$ cat src/rtl/qte_pkg.sv
// Shared types, constants and functions of the quaternion-to-Euler report unit.
package qte_pkg;

  localparam int CORDIC_STEPS_DEF = 16;
  localparam int ACC_W  = 36;
  localparam int SP_W   = 30;
  localparam int SQ_N   = 58;
  localparam int SQ_STEPS = 29;
  localparam int REM_W  = 32;
  localparam int ROOT_W = 29;
  localparam int CW     = 38;
  localparam int ZW     = 26;
  localparam int VAL_W  = 24;

  localparam logic [1:0] KIND_ROT   = 2'd0;
  localparam logic [1:0] KIND_ACC   = 2'd1;
  localparam logic [1:0] KIND_GYR   = 2'd2;
  localparam logic [1:0] KIND_OTHER = 2'd3;

  localparam logic signed [ACC_W-1:0] ONE_Q28 = 36'sd268435456;
  localparam logic signed [ZW-1:0] DEG180_Q16 = 26'sd11796480;
  localparam logic signed [39:0] RAD2DEG_Q16 = 40'sd3754936;
  localparam logic [ROOT_W-1:0] SQRT_MAX = 29'd268435456;

  typedef struct packed {
    logic [1:0] kind;
    logic signed [ACC_W-1:0] sr;
    logic signed [ACC_W-1:0] cr;
    logic signed [ACC_W-1:0] sy;
    logic signed [ACC_W-1:0] cy;
    logic signed [SP_W-1:0] sp;
    logic signed [VAL_W-1:0] pa;
    logic signed [VAL_W-1:0] pb;
    logic signed [VAL_W-1:0] pc;
  } side_t;

  typedef struct packed {
    logic [1:0] kind;
    logic [2:0] zero;
    logic signed [VAL_W-1:0] pa;
    logic signed [VAL_W-1:0] pb;
    logic signed [VAL_W-1:0] pc;
  } tail_t;

  function automatic logic [21:0] atan_q16(input int i);
    logic [21:0] r;
    case (i)
      0: r = 22'd2949120;
      1: r = 22'd1740967;
      2: r = 22'd919879;
      3: r = 22'd466945;
      4: r = 22'd234379;
      5: r = 22'd117304;
      6: r = 22'd58666;
      7: r = 22'd29335;
      8: r = 22'd14668;
      9: r = 22'd7334;
      10: r = 22'd3667;
      11: r = 22'd1833;
      12: r = 22'd917;
      13: r = 22'd458;
      14: r = 22'd229;
      15: r = 22'd115;
      16: r = 22'd57;
      17: r = 22'd29;
      18: r = 22'd14;
      19: r = 22'd7;
      20: r = 22'd4;
      21: r = 22'd2;
      22: r = 22'd1;
      default: r = 22'd0;
    endcase
    return r;
  endfunction

  function automatic logic signed [VAL_W-1:0] sat24(input logic signed [39:0] v);
    logic signed [VAL_W-1:0] r;
    if (v > 40'sd8388607) begin
      r = 24'sh7FFFFF;
    end else if (v < -40'sd8388608) begin
      r = 24'sh800000;
    end else begin
      r = v[VAL_W-1:0];
    end
    return r;
  endfunction

endpackage

$ cat src/rtl/qte_cordic_cell.sv
// One vectoring rotation of the pipelined CORDIC.
module qte_cordic_cell #(
  parameter int STEP = 0
) (
  input  logic clk,
  input  logic en,
  input  logic signed [qte_pkg::CW-1:0] x_in,
  input  logic signed [qte_pkg::CW-1:0] y_in,
  input  logic signed [qte_pkg::ZW-1:0] z_in,
  output logic signed [qte_pkg::CW-1:0] x_out,
  output logic signed [qte_pkg::CW-1:0] y_out,
  output logic signed [qte_pkg::ZW-1:0] z_out
);
  localparam logic signed [qte_pkg::ZW-1:0] ANG =
    $signed(qte_pkg::ZW'(qte_pkg::atan_q16(STEP)));

  logic signed [qte_pkg::CW-1:0] dx;
  logic signed [qte_pkg::CW-1:0] dy;

  assign dx = x_in >>> STEP;
  assign dy = y_in >>> STEP;

  always_ff @(posedge clk) begin
    if (en) begin
      if (!y_in[qte_pkg::CW-1]) begin
        x_out <= x_in + dy;
        y_out <= y_in - dx;
        z_out <= z_in + ANG;
      end else begin
        x_out <= x_in - dy;
        y_out <= y_in + dx;
        z_out <= z_in - ANG;
      end
    end
  end
endmodule
$ cat config.mk
export PLATFORM = sky130hd
export DESIGN_NAME = qte_cordic_cell
export DESIGN_NICKNAME = d
export VERILOG_FILES = /design/src/rtl/qte_pkg.sv /design/src/rtl/qte_cordic_cell.sv
export SDC_FILE = /design/constraint.sdc
export NUM_CORES = 1
export LEC_CHECK = 0
export BUFFER_PORTS_ARGS = -buffer_cell sky130_fd_sc_hd__buf_2
export CORE_ASPECT_RATIO = 0.8
export CORE_UTILIZATION = 60
export CTS_CLUSTER_DIAMETER = 150
export CTS_CLUSTER_SIZE = 12
export DETAILED_ROUTE_END_ITERATION = 12
export GPL_TIMING_DRIVEN = 0
export PLACE_DENSITY = 0.86
export RECOVER_POWER = 100
export SLEW_MARGIN = 40
export SYNTH_ARGS = -nofsm -noshare
export SYNTH_HDL_FRONTEND = slang
export SYNTH_SLANG_ARGS = --single-unit
$ cat constraint.sdc
create_clock -name clk -period 5.45 [get_ports clk]
set_clock_uncertainty 0.05 [all_clocks]
set_input_delay 0.545 -clock clk [delete_from_list [all_inputs] [get_ports clk]]
set_output_delay 0.545 -clock clk [all_outputs]
set_load 0.02 [all_outputs]
==> results.md <==
* Logic gate share of total power at about 41%
* Max Freq at around 0.23 GHz
* DR pass1 iterations at 9
* Crit-path max FO at 13
* Pin count of the biggest net entering global routing at between 60 and 70
* Routed vias at 9834
* Ys flop type: edfxtp_1
* Vias/cell at between 6 and 7
* GRT Total Usage at between 30% and 40%
* DRT Wirelength at around 33000 um
* VDD IR max at approximately 0.17 mV
* Final Hold Vio Count at 0
* Bufs on Longest Clock Path at 2
* P_sw at between 1 and 1.5 mW
* DRC viols at 0
* CP top delay family: buffers and inverters
* Switch share at 40.6%
* Sequential Power Share at 36.5%
* CTS Hold Bufs at 0
* Total negative slack at 0 ps
* Hold Crit Class: primary input to flop
* Yosys warns at 0
* Buffers & Inverters on Critical Path at 5
* Syn avg cell area at a little under 9 sq um
* Share of cells above drive strength 1 at 10.9%
* Post_cts resized at 0
* Pins Over Slew Limit at 36
* Number of clock sinks at between 100 and 150
* Worst Setup End Kind: flop
* RSZ-0062 raised after global routing: false
* Max cap viols at 1
* # fillers at 1368
* Asr flop ratio synth at 0%
* Routed wire per std cell at 20.9 um
* Worst-Margin Slew at about 2200 ps
* Max H-tree Level at 3
* Port bufs at 205
* Number of global-route vias before repair at 8866
* Internal at between 1.5 and 2 mW
* Grt total ovfl at 0
* Post-Place Worst Slack at approximately 1300 ps
* Leakage power total at 4.89 nW
* ANT nets after route at 0
* Chip Width at between 100 and 150 um
* I/O pins at between 200 and 250
* Status: finished with violations
* Synth Register Bits at 101
* 1st-iter DRT viols at about 1.1k
* Post-synth EDFFs at between 100 and 150
* Pwr/cell area at between 200 and 300 nW/um^2
* Mapped cell area at 9880 sq um
* Clock root buffer: clkbuf_16
* CORE AREA at between 15000 and 20000 sq um
* WP data arrival at around 4400 ps
* Hpwl dp at 26200 um
* Initial Utilization at between 60 and 70%
* Failing checks: capacitance limit, slew limit
* CP required at 5530 ps
* First-pass GRT wire length at between 40000 and 50000 um
* Syn Inst Count at roughly 1.1k
* Setup bufs post-CTS at 0
* Row Count at 41
* Initial antenna violation count at 1
* GP Congestion at 1.02
* CP cell instances: clkbuf_1, clkbuf_1, inv_1, clkbuf_1, clkbuf_1, ha_1, a21oi_1, o21bai_1, a21oi_1, o21bai_1, a21oi_1, o21bai_1, a21oi_1, xnor2_1
* Register area share after synthesis at 30.7%
* Min cycle time layout at around 4300 ps
* Slowest CP cell: clkbuf_1
* Part of the power in the clock network at a little under a quarter
* Startpoint Class: primary input
* Die ar. at between 15000 and 20000 sq um
* Layout Nets at between 1.5k and 2k
* Final Setup Violations at 0
* Syn Nets at roughly 1.4k
* Final Cycle Share at approximately 79%
* Total power draw at 2.90 mW
* Relative slew slack at -45.9%
* Clk slew on worst S/H paths at around 80 ps
* Die height at between 100 and 150 um
* Num CTS Buffers at 9
* Critical path class: primary input to flop
* Setup slack after layout at approximately 1200 ps
* CTS tree: yes
* CP peak stage delay at approximately 950 ps
* Antenna Cells at 0
* Area growth syn-to-layout at 14.4%
* Distinct cells, synth at 80
==> synthesized netlist by cell type (all sizes together), types with 21 or more instances <==
| cell type | number | area share [%] |
|---|---|---|
| buf | 29 | 1.5 |
| o21ai | 71 | 3.7 |
| inv | 123 | 4.7 |
| nor2 | 92 | 3.5 |
| a21oi | 131 | 6.8 |
| o21bai | 26 | 2.0 |
| xnor2 | 65 | 5.8 |
| clkbuf | 21 | 0.80 |
| a21o | 21 | 1.6 |
| nor3 | 23 | 1.2 |
| edfxtp | 101 | 31 |
| a31oi | 23 | 1.6 |
| ha | 126 | 16 |
| nand2 | 51 | 1.9 |
==> metrics by stage <==
stage | hold slack (ps) | instances | utilization, % | area (sq um)
after floorplan | 594 | 1130 | - | 9880
final | 301 | 1567 | 70.8 | 11300
after global placement | 672 | 1550 | 70.1 | 11200
after detailed placement | 673 | 1551 | 70.3 | 11200
after global routing | 298 | 1567 | 70.8 | 11300
after CTS | 304 | 1567 | 72.1 | 11500
==> per-layer routing <==
metal | vias up | share of wire, % | GRT usage [%]
met2 | 667 | 42 | 57.7
li1 | 4473 | - | -
met5 | - | 0.052 | 0
met4 | 2 | 2.2 | 10.8
met3 | 76 | 12 | 8.72
met1 | 4616 | 44 | 55.1
==> cells in the final DEF (no fill, tap or decap), types with 21 or more instances in the layout <==
cell / instances
xnor2_1: 65
a31oi_1: 23
ha_1: 126
edfxtp_1: 101
buf_2: 106
nand2_1: 51
clkbuf_1: 135
a21oi_1: 130
a21o_1: 21
nor3_1: 23
o21ai_0: 61
inv_1: 117
nor2_1: 92
o21bai_1: 26
==> cell type report <==
cell class	count	area (sq um)	share of cell area, %
plain buffers	50	225	1.99
clock buffers	9	225	1.99
clock inverters	7	66.3	0.587
inverters	125	469	4.15
multi-input cells	854	6100	53.9
flip-flops and latches	101	3030	26.8
well taps	215	269	2.38
repair buffers	206	918	8.12
==> power by group through the flow <==
stage	logic, mW	clock network (mW)	registers (mW)
floorplan	0.623	0	1.22
global placement	1.17	0	1.07
detailed placement	1.19	0	1.07
CTS	1.20	0.657	1.06
global route	1.26	0.684	1.07
finish	1.18	0.663	1.06
==> state kept, by name (all words and copies together) (netlist names) <==
| register | flops |
|---|---|
| y_out | 37 |
| z_out | 26 |
| x_out | 38 |
==> kinds of logic after synthesis <==
kind of cell | after synthesis | synth area share (%)
mux | 15 | 1.52
compound gates | 377 | 24.7
simple gates | 251 | 12.1
buf+inv | 175 | 7.04
flops | 101 | 30.7
fa+ha+maj | 130 | 16.8
xor+xnor | 81 | 7.18
==> worst paths after layout <==
kind | start | end | slack (ps) | cells after the start
max | y_in[37] | z_out[25] | 1170 | 14
min | z_in[1] | z_out[1] | 300 | 1
Power figures use the tool's default switching activity.
