--- config.mk ---
export PLATFORM = sky130hd
export DESIGN_NAME = qte_sqrt_cell
export DESIGN_NICKNAME = d
export VERILOG_FILES = /design/src/rtl/qte_pkg.sv /design/src/rtl/qte_sqrt_cell.sv
export SDC_FILE = /design/constraint.sdc
export NUM_CORES = 1
export LEC_CHECK = 0
export BUFFER_PORTS_ARGS = -buffer_cell sky130_fd_sc_hd__buf_2
export CORE_MARGIN = 8
export CORE_UTILIZATION = 52
export CTS_CLUSTER_DIAMETER = 60
export DETAILED_ROUTE_END_ITERATION = 16
export GPL_ROUTABILITY_DRIVEN = 0
export PLACE_DENSITY = 0.87
export SLEW_MARGIN = 20
export SYNTH_ARGS = -nofsm -noshare
export SYNTH_HDL_FRONTEND = slang
export SYNTH_SLANG_ARGS = --single-unit
--- constraint.sdc ---
create_clock -name clk -period 7.8 [get_ports clk]
set_input_delay 0.78 -clock clk [delete_from_list [all_inputs] [get_ports clk]]
set_output_delay 0.78 -clock clk [all_outputs]
set_load 0.01 [all_outputs]
--- src/rtl/qte_pkg.sv ---
// Shared types, constants and functions of the quaternion-to-Euler report unit.
package qte_pkg;

  localparam int CORDIC_STEPS_DEF = 16;
  localparam int ACC_W  = 36;
  localparam int SP_W   = 30;
  localparam int SQ_N   = 58;
  localparam int SQ_STEPS = 29;
  localparam int REM_W  = 32;
  localparam int ROOT_W = 29;
  localparam int CW     = 38;
  localparam int ZW     = 26;
  localparam int VAL_W  = 24;

  localparam logic [1:0] KIND_ROT   = 2'd0;
  localparam logic [1:0] KIND_ACC   = 2'd1;
  localparam logic [1:0] KIND_GYR   = 2'd2;
  localparam logic [1:0] KIND_OTHER = 2'd3;

  localparam logic signed [ACC_W-1:0] ONE_Q28 = 36'sd268435456;
  localparam logic signed [ZW-1:0] DEG180_Q16 = 26'sd11796480;
  localparam logic signed [39:0] RAD2DEG_Q16 = 40'sd3754936;
  localparam logic [ROOT_W-1:0] SQRT_MAX = 29'd268435456;

  typedef struct packed {
    logic [1:0] kind;
    logic signed [ACC_W-1:0] sr;
    logic signed [ACC_W-1:0] cr;
    logic signed [ACC_W-1:0] sy;
    logic signed [ACC_W-1:0] cy;
    logic signed [SP_W-1:0] sp;
    logic signed [VAL_W-1:0] pa;
    logic signed [VAL_W-1:0] pb;
    logic signed [VAL_W-1:0] pc;
  } side_t;

  typedef struct packed {
    logic [1:0] kind;
    logic [2:0] zero;
    logic signed [VAL_W-1:0] pa;
    logic signed [VAL_W-1:0] pb;
    logic signed [VAL_W-1:0] pc;
  } tail_t;

  function automatic logic [21:0] atan_q16(input int i);
    logic [21:0] r;
    case (i)
      0: r = 22'd2949120;
      1: r = 22'd1740967;
      2: r = 22'd919879;
      3: r = 22'd466945;
      4: r = 22'd234379;
      5: r = 22'd117304;
      6: r = 22'd58666;
      7: r = 22'd29335;
      8: r = 22'd14668;
      9: r = 22'd7334;
      10: r = 22'd3667;
      11: r = 22'd1833;
      12: r = 22'd917;
      13: r = 22'd458;
      14: r = 22'd229;
      15: r = 22'd115;
      16: r = 22'd57;
      17: r = 22'd29;
      18: r = 22'd14;
      19: r = 22'd7;
      20: r = 22'd4;
      21: r = 22'd2;
      22: r = 22'd1;
      default: r = 22'd0;
    endcase
    return r;
  endfunction

  function automatic logic signed [VAL_W-1:0] sat24(input logic signed [39:0] v);
    logic signed [VAL_W-1:0] r;
    if (v > 40'sd8388607) begin
      r = 24'sh7FFFFF;
    end else if (v < -40'sd8388608) begin
      r = 24'sh800000;
    end else begin
      r = v[VAL_W-1:0];
    end
    return r;
  endfunction

endpackage

--- src/rtl/qte_sqrt_cell.sv ---
// One digit step of the pipelined integer square root.
module qte_sqrt_cell #(
  parameter int STEP = 0
) (
  input  logic clk,
  input  logic en,
  input  logic [qte_pkg::SQ_N-1:0] n_in,
  input  logic [qte_pkg::REM_W-1:0] rem_in,
  input  logic [qte_pkg::ROOT_W-1:0] root_in,
  output logic [qte_pkg::SQ_N-1:0] n_out,
  output logic [qte_pkg::REM_W-1:0] rem_out,
  output logic [qte_pkg::ROOT_W-1:0] root_out
);
  localparam int HI = qte_pkg::SQ_N - 1 - 2 * STEP;

  logic [qte_pkg::REM_W-1:0] shifted;
  logic [qte_pkg::REM_W-1:0] trial;
  logic take;

  assign shifted = {rem_in[qte_pkg::REM_W-3:0], n_in[HI -: 2]};
  assign trial = qte_pkg::REM_W'({root_in, 2'b01});
  assign take = shifted >= trial;

  always_ff @(posedge clk) begin
    if (en) begin
      n_out <= n_in;
      rem_out <= take ? shifted - trial : shifted;
      root_out <= {root_in[qte_pkg::ROOT_W-2:0], take};
    end
  end
endmodule

==> run metrics, run 1 <==
root buf cell clkbuf_8; port bufs 237; clock tree buffer depth 2; DR WL/cell 20.21 microns; CTS buffer count 17; Synth top area share 0.6160; drt drc 0; dpl cells 823; CTS Hold Bufs 0; # setup viols final 0; Comb pwr share 0.189; nets@finish 854; Cell Area, Synth 5801 sq um; largest net degree at the start of global routing 77; Switch Pwr 509.3 uW; prevailing post-synth register cell edfxtp_1; Post-DP HPWL 13070 microns; Slew Limit Headroom 0.3681; Post-CTS Setup Inserts 0; hold path endpoint n_out[32]$_DFFE_PP_; number of synthesized flops with an enable pin 119; DR iter-0 viols 283; standard-cell rows 38; worst vdd ir 0.1935 mV; P&R area growth vs syn 31.71%; Die X 121.6 microns; pwr dens 242.5 nW/um^2; Pre-antenna DRT Iters 5; starting density of the core 0.5351; cell taking the most area after synthesis edfxtp_1; Netlist cell types 54; antenna violations before repair 0; Switching Fraction 0.2749; crit path launch type input pin; RSZ-0062 raised after global routing no; vias in the first global route 4651; first-pass GRT wire length 25510 microns; Max Clk Rate 300.2 MHz; Fillers 778; via/cell ratio 5.473; sequential area share after synthesis 0.6160; synthesized net count 609; Die Area 14790 sq um; Final Max Slew Viols 0; Clock transition at path regs 60 ps; hold depth 1; Finished Layout Cells 855; setup tns final 0 ps; Clk pwr share 0.380; Reg power frac 0.431; share of cells above drive strength 1 0.4020; status completed; Yosys reg bits 119; Int Pwr 1.343 mW; H-tree depth 4; GRT Resource Usage Total 0.2248; Post-synth ARST share 0; Final min period 3331 ps; critical path class input pin to register; fin util 0.7048; chip height 121.6 microns; CTS tree built; Synth Instances 457; GRT Residual Overflow 0; period utilization 0.4271; Leak Pwr 3.409 nW; Mean Syn Cell Area 12.69 sq um; worst min path class input pin to register; largest cells by area after synthesis edfxtp_1 62%, ha_1 6.7%, a21oi_1 4.7%; slew at the pin closest to its max-slew limit 947.8 ps; crit end category register; Crit Path Max Fanout 52; CTS resizes 0; HP Start n_in[32]; core box area 10840 sq um; WL final 17280 microns; Worst Path Arrival 3590 ps; post-route ant nets 0; Critical Path RT 8060 ps; clock sinks 119; final hold violation count 0; Synth warnings 0; number of top-level pins 240; max-cap violations 0; via count 4679
==> cell usage in the layout (no fill, tap or decap), types with 3 or more instances in the layout <==
master,Yosys,layout
o21ai_0,10,10
nand2b_1,5,5
and2_1,3,3
a211oi_1,3,3
mux2_2,6,6
and3_1,4,4
or3_1,3,3
ha_1,31,31
nor2_1,36,36
nor3_1,8,8
buf_2,6,236
edfxtp_1,119,119
nand2_1,20,20
clkinvlp_4,0,3
mux2_1,3,3
a21oi_1,55,55
o21bai_1,5,5
clkinv_2,0,5
a21o_1,14,14
nand4_1,6,6
clkbuf_16,0,16
inv_1,38,38
o211ai_1,3,3
nand3_1,8,8
xor2_1,13,13
xnor2_1,14,14
==> logic make-up after synthesis <==
| family | Yosys count | share of synthesized area |
|---|---|---|
| adders and majority gates | 31 | 0.06687 |
| xor gates and xnor gates | 27 | 0.04077 |
| AOI/OAI and AO/OA | 118 | 0.1365 |
| DFF | 119 | 0.6160 |
| muxes | 9 | 0.01747 |
| and+or+nand+nor | 103 | 0.08736 |
| buffers and inverters | 50 | 0.03494 |
==> through the flow <==
step                worst slack, ps  power (mW)  hold slack, ps  area [sq um]
floorplan                      4777       1.009           878.9          5801
global placement               4177       1.141           957.2          7112
detailed placement             4037       1.157           958.8          7112
CTS                            4566       1.863           406.4          7637
global route                   4335       1.919           412.5          7637
finish                         4469       1.852           429.6          7640
==> power by group through the flow <==
stage | sequential [mW] | combinational [mW] | clock (mW)
floorplan | 0.847 | 0.162 | 0
global placement | 0.807 | 0.334 | 0
detailed placement | 0.811 | 0.347 | 0
CTS | 0.799 | 0.350 | 0.713
global route | 0.805 | 0.379 | 0.736
finish | 0.799 | 0.350 | 0.704
==> worst max path at each step <==
stage,startpoint,endpoint,slack (ps)
floorplan,root_in[12],rem_out[30]$_DFFE_PP_,4780
global placement,root_in[3],rem_out[11]$_DFFE_PP_,4180
detailed placement,rem_in[27],rem_out[25]$_DFFE_PP_,4040
CTS,rem_in[27],rem_out[25]$_DFFE_PP_,4570
global route,rem_in[27],rem_out[25]$_DFFE_PP_,4330
finish,rem_in[27],rem_out[25]$_DFFE_PP_,4470
==> synth_stat cells (all sizes together) (2+ instances only) <==
library cell,instances
edfxtp,119
a21oi,55
inv,38
nor2,36
ha,31
nand2,21
a21o,14
xnor2,14
xor2,13
o21ai,12
mux2,9
nand3,8
nor3,8
buf,7
nand4,7
a211oi,5
clkbuf,5
nand2b,5
o21bai,5
o31ai,5
and3,4
and2,3
o211ai,3
or3,3
a311oi,2
a31o,2
nor4,2
o221ai,2
o22ai,2
o41ai,2
or2,2
==> critical path: stages <==
cell and delay (ps):
buf_2 110, ha_1 390, a211oi_1 390, o21ai_0 230, a311oi_1 690, nand2_4 520
mux2_1 470
==> cell type report <==
class                           instances  area, sq um  share of cell area
Antenna cell                            1        2.502           0.0003275
Clock buffer                           18        417.9             0.05470
Clock inverter                         13        107.6             0.01408
Inverter                               38        142.6             0.01867
Multi-Input combinational cell        288         2024              0.2650
Sequential cell                       119         3573              0.4677
Tap cell                              140        175.2             0.02293
Timing Repair Buffer                  238         1196              0.1566
==> routing by layer <==
metal  GRT usage  part of all wire  vias to the layer above
met2      0.4129              0.53                      230
li1            -                 -                     2213
met5           0                 0                        -
met3     0.08468              0.10                       31
met4     0.06785             0.018                        0
met1      0.2327              0.35                     2205
==> state kept, by name, summed over array words and instances (netlist names) <==
name and flops:
rem_out 32, n_out 58, root_out 29
No activity file was read; power rests on OpenSTA's default activity.
==> inputs of run 2 (changes only) <==
--- a/config.mk
+++ b/config.mk
@@ -7,11 +7,11 @@
 export LEC_CHECK = 0
 export BUFFER_PORTS_ARGS = -buffer_cell sky130_fd_sc_hd__buf_2
 export CORE_MARGIN = 8
-export CORE_UTILIZATION = 52
+export CORE_UTILIZATION = 49
 export CTS_CLUSTER_DIAMETER = 60
 export DETAILED_ROUTE_END_ITERATION = 16
 export GPL_ROUTABILITY_DRIVEN = 0
-export PLACE_DENSITY = 0.87
+export PLACE_DENSITY = 0.82
 export SLEW_MARGIN = 20
 export SYNTH_ARGS = -nofsm -noshare
 export SYNTH_HDL_FRONTEND = slang
==> constraint.sdc (replaced) <==
create_clock -name clk -period 3.45 [get_ports clk]
set_input_delay 0.345 -clock clk [delete_from_list [all_inputs] [get_ports clk]]
set_output_delay 0.345 -clock clk [all_outputs]
set_load 0.01 [all_outputs]
==> run 2 against run 1 <==
Effect of this change: die area up 5.3%; cell area up 1.6%; via count down 2.1%; clock-buffer cell count unchanged; clock power rose to 2.6 times the previous value; routed wire length down 8.1%; global-route usage down 2.4 points; worst setup slack worse by 3700 ps; core utilization down 2.8 points; power up 140%; critical path type unchanged; largest cell class unchanged.
==> run metrics, run 2 (synthesis gave the netlist of run 1 again) <==
nets@finish 857; largest net degree at the start of global routing 63; GRT Resource Usage Total 0.2006; Critical Path RT 3600 ps; P&R area growth vs syn 33.76%; H-tree depth 4; pwr dens 568.1 nW/um^2; vias in the first global route 4617; number of top-level pins 240; RSZ-0062 raised after global routing no; Clock transition at path regs 50 ps; Post-CTS Setup Inserts 0; CTS resizes 0; Biggest register n_out; clock sinks 119; crit end category register; Final min period 2673 ps; Max Clk Rate 374.1 MHz; number of inserted diodes 0; final hold violation count 0; hold_ws 105.1 ps; setup tns final 0 ps; standard-cell rows 39; CTS buffer count 17; WL final 15870 microns; chip height 124.8 microns; root buf cell clkbuf_16; worst min path class input pin to register; crit path launch type input pin; antenna violations before repair 0; critical path class input pin to register; via count 4582; DR iter-0 viols 301; via/cell ratio 5.328; starting density of the core 0.5058; Worst Path Arrival 2820 ps; most common cell after layout, fill and taps aside buf_2; clock tree buffer depth 2; Largest regs n_out (58), rem_out (32), root_out (29); core box area 11470 sq um; CTS Hold Bufs 0; DR WL/cell 18.45 microns; Post-DP HPWL 12380 microns; first-pass GRT wire length 24780 microns; hold depth 1; Pre-antenna DRT Iters 5; max reg flops 58; Leak Pwr 3.464 nW; CTS tree built; Fillers 832; most frequent cells in the layout 236 x buf_2, 119 x edfxtp_1, 55 x a21oi_1; max-cap violations 0; Die X 124.8 microns; post-route ant nets 0; slew at the pin closest to its max-slew limit 754.3 ps; status completed; GRT Residual Overflow 0; Crit Path Max Fanout 28; worst vdd ir 0.4584 mV; drt drc 0; Die Area 15580 sq um; port bufs 237; Final Max Slew Viols 0; # setup viols final 0; share of cells above drive strength 1 0.4045; Slew Limit Headroom 0.4971; period utilization 0.7749
run 2: worst paths after layout:
kind	startpoint	endpoint	slack (ps)
setup / recovery	rem_in[3]	rem_out[10]$_DFFE_PP_	780
hold / removal	n_in[0]	n_out[0]$_DFFE_PP_	110
run 2: final cells by class:
cell class              count  area (sq um)  area share
clock inverters            13         178.9     0.02306
clock buffers              18         429.2     0.05531
multi-input cells         288          2024      0.2609
repair buffers            241          1231      0.1587
flip-flops and latches    119          3573      0.4606
well taps                 143         178.9     0.02306
inverters                  38         142.6     0.01838
run 2: critical path, cell delays in order:
cell and delay (ps):
buf_2 110, ha_1 380, a211oi_2 250, nor3b_2 100, o31ai_4 350, o31ai_4 160, o221ai_2 350, nand2_4 290
buf_4 290, nor2_1 130, a21oi_1 70
run 2: stage by stage:
stage               worst slack (ps)  power, mW  utilization  cells  instance area, sq um
floorplan                      862.3      2.282            -    457                  5801
global placement               424.2      2.590       0.6236    829                  7151
detailed placement             363.6      2.616       0.6236    829                  7151
CTS                            786.5      4.443       0.6766    860                  7759
global route                   620.8      4.583       0.6766    860                  7759
finish                         776.7      4.408       0.6766    860                  7759
run 2: where the power goes:
part           switching, mW  internal (mW)  leakage [nW]
sequential            0.0319           1.77          1.17
clock                  0.620           1.20         0.290
combinational          0.458          0.330          2.01
total                   1.11           3.30          3.46
run 2: per-layer routing:
metal	part of all wire	vias to the layer above	GRT usage
li1	-	2207	-
met1	0.38	2137	0.2084
met4	0.019	0	0.07654
met5	0	-	0
met3	0.077	31	0.07064
met2	0.53	207	0.3621
==> inputs of run 3 (changes only) <==
--- a/config.mk
+++ b/config.mk
@@ -5,13 +5,14 @@
 export SDC_FILE = /design/constraint.sdc
 export NUM_CORES = 1
 export LEC_CHECK = 0
+export ABC_AREA = 1
 export BUFFER_PORTS_ARGS = -buffer_cell sky130_fd_sc_hd__buf_2
 export CORE_MARGIN = 8
-export CORE_UTILIZATION = 49
+export CORE_UTILIZATION = 45
 export CTS_CLUSTER_DIAMETER = 60
 export DETAILED_ROUTE_END_ITERATION = 16
 export GPL_ROUTABILITY_DRIVEN = 0
-export PLACE_DENSITY = 0.82
+export PLACE_DENSITY = 0.78
 export SLEW_MARGIN = 20
 export SYNTH_ARGS = -nofsm -noshare
 export SYNTH_HDL_FRONTEND = slang
==> constraint.sdc (replaced) <==
create_clock -name clk -period 2.45 [get_ports clk]
set_input_delay 0.245 -clock clk [delete_from_list [all_inputs] [get_ports clk]]
set_output_delay 0.245 -clock clk [all_outputs]
set_load 0.01 [all_outputs]
==> run 3 against run 2 <==
Effect of this change: power up 46%; synthesized cell count increased by 70%; area after synthesis increased by 14%; global-route usage up 1.0 points; non-clock buffer count up 73; sequential share of layout area shrank 8.0 points; routed wire length is 24% higher; hold slack worse by 93 ps.
==> run metrics, run 3 <==
post-route ant nets 0; Netlist cell types 28; wire length on met2 9543 microns; Clk pwr share 0.405; critical path class input pin to register; crit path cell chain dlygate4sd3_1 -> buf_2 -> inv_1 -> ha_1 -> nand2_1 -> nor2_1 -> inv_1 -> nor3_2 -> nand2_2 -> nand2_4 -> inv_2 -> buf_12 -> nand2_1 -> nand2_1; WL final 19720 microns; # setup viols final 0; most common cell after layout, fill and taps aside nand2_1; Die Area 18790 sq um; Worst Path Arrival 2540 ps; crit path launch type input pin; Worst path most repeated cell nand2_1; core box area 14420 sq um; H-tree depth 4; Largest regs n_out (58), rem_out (32), root_out (29); Cell Area, Synth 6595 sq um; largest family of logic cells by synthesized area simple AND/OR/NAND/NOR gates; period utilization 0.9653; Post-Synth Simple-Gate Area 0.2605; Switching Fraction 0.2803; Comb pwr share 0.203; Synth top area share 0.5418; drt drc 0; Synth Instances 776; worst min path class input pin to register; root buf cell clkbuf_16; CTS buffer count 17; worst vdd ir 0.4219 mV; synth cell count leaders 312 x nand2_1, 157 x inv_1, 119 x edfxtp_1, 43 x nor2_1, 40 x nand3_1; Post-DP HPWL 14940 microns; synthesized net count 928; max reg flops 58; Critical-path top delay cell dlygate4sd3_1; pwr dens 686.3 nW/um^2; DR WL/cell 15.15 microns; largest net degree at the start of global routing 44; final hold violation count 0; via/cell ratio 4.614; crit end category register; GRT Residual Overflow 0; Fillers 1195; Crit Path Max Fanout 14; P&R area growth vs syn 42.48%; xor/xnor share of the synthesized area 0.01859; DR iter-0 viols 415; Leak Pwr 4.904 nW; Top Layer Used met4; max incr delay on CP 540 ps; slew at the pin closest to its max-slew limit 552.4 ps; GRT Resource Usage Total 0.2106; Clock transition at path regs 60 ps; number of synthesized flops with an enable pin 119; Critical Path RT 2620 ps; max-cap violations 0; prevailing post-synth register cell edfxtp_1; Die X 137.1 microns; first-pass GRT wire length 30150 microns; sequential area share after synthesis 0.5418; antenna violations before repair 2; Max Clk Rate 422.8 MHz; standard-cell rows 44; chip height 137.1 microns; met3 WL 2008 microns; count leader, synth nand2_1; setup tns final 0 ps; Yosys reg bits 119; Final min period 2365 ps; adder-cell share of the synthesized area 0.05881; Post-synth ARST share 0; starting density of the core 0.4572; post-synthesis mux area share 0; CTS tree built; setup ws final 84.98 ps; clock sinks 119; number of top-level pins 240; area fraction in compound gates after synthesis 0.02011; metal1 wirelength 7915 microns; port bufs 237; most frequent cells in the layout 312 x nand2_1, 236 x buf_2, 157 x inv_1; Reg power frac 0.392; clock tree buffer depth 2; Slew Limit Headroom 0.6317; status completed; nets@finish 1255; vias in the first global route 5928; RSZ-0062 raised after global routing no; Mean Syn Cell Area 8.499 sq um; Pre-antenna DRT Iters 5; largest cells by area after synthesis edfxtp_1 54%, nand2_1 18%, inv_1 8.9%; Int Pwr 4.641 mW; share of cells above drive strength 1 0.2670; Synth warnings 0; via count 6007; Final Max Slew Viols 0; cell taking the most area after synthesis edfxtp_1; Biggest register n_out; setup slack at placement 201.5 ps; Switch Pwr 1.808 mW
## run 3: cell type report
cell class | instances | area [sq um] | share of cell area
diodes | 2 | 5.005 | 0.0005326
clock buffers | 17 | 425.4 | 0.04527
clock inverters | 15 | 192.7 | 0.02051
inverters | 161 | 604.3 | 0.06431
multi-input cells | 490 | 2377 | 0.2530
flip-flops and latches | 119 | 3573 | 0.3803
well taps | 184 | 230.2 | 0.02450
repair buffers | 314 | 1988 | 0.2116
## run 3: kinds of logic (layout without fill, tap and decap cells)
kind of cell,count (synthesis),in the layout
and+or+nand+nor,421,421
DFF,119,119
buffers and inverters,167,507
xor gates and xnor gates,14,14
other,0,2
adders and majority gates,31,31
AOI/OAI and AO/OA,24,24
## run 3: power by group through the flow
| stage | clock (mW) | sequential, mW | combinational [mW] |
|---|---|---|---|
| global route | 2.73 | 2.55 | 1.46 |
| floorplan | 0 | 2.69 | 0.570 |
| global placement | 0 | 2.56 | 1.19 |
| CTS | 2.65 | 2.53 | 1.30 |
| detailed placement | 0 | 2.57 | 1.21 |
| finish | 2.61 | 2.53 | 1.31 |
## run 3: stage by stage
stage / std cells / hold slack (ps) / area (sq um) / power, mW / utilization
4_1_cts: 1296 / 0.1134 / 9334 / 6.481 / 0.6471
3_3_place_gp: 1200 / 421.5 / 8075 / 3.751 / 0.5599
3_5_place_dp: 1200 / 423.4 / 8075 / 3.782 / 0.5599
2_1_floorplan: 776 / 343.9 / 6595 / 3.258 / -
5_1_grt: 1302 / 2.701 / 9397 / 6.747 / 0.6515
6_report: 1302 / 12.43 / 9397 / 6.449 / 0.6515
## run 3: final timing paths
check | from | endpoint | slack, ps | cells past startpoint
min | root_in[22] | root_out[23]$_DFFE_PP_ | 10 | 1
max | root_in[15] | rem_out[26]$_DFFE_PP_ | 80 | 14
## run 3: critical path, delay by kind of cell
family | cells | cell delay, ps
AND/OR/NAND/NOR | 7 | 820
adder cells (fa/ha/maj) | 1 | 350
buffers and inverters | 6 | 1090
## run 3: what timing repair did
action                                  in CTS  in global routing
hold buffers                                64                  3
endpoints found under the setup margin       0                 17
setup buffers                                0                  1
hold endpoints to repair                    64                  3
resized for setup                            0                  6
## run 3: routing by layer
layer / vias to the layer above / global-route usage
li1: 3091 / -
met1: 2667 / 0.2424
met2: 228 / 0.3589
met3: 21 / 0.07342
met4: 0 / 0.06820
met5: - / 0
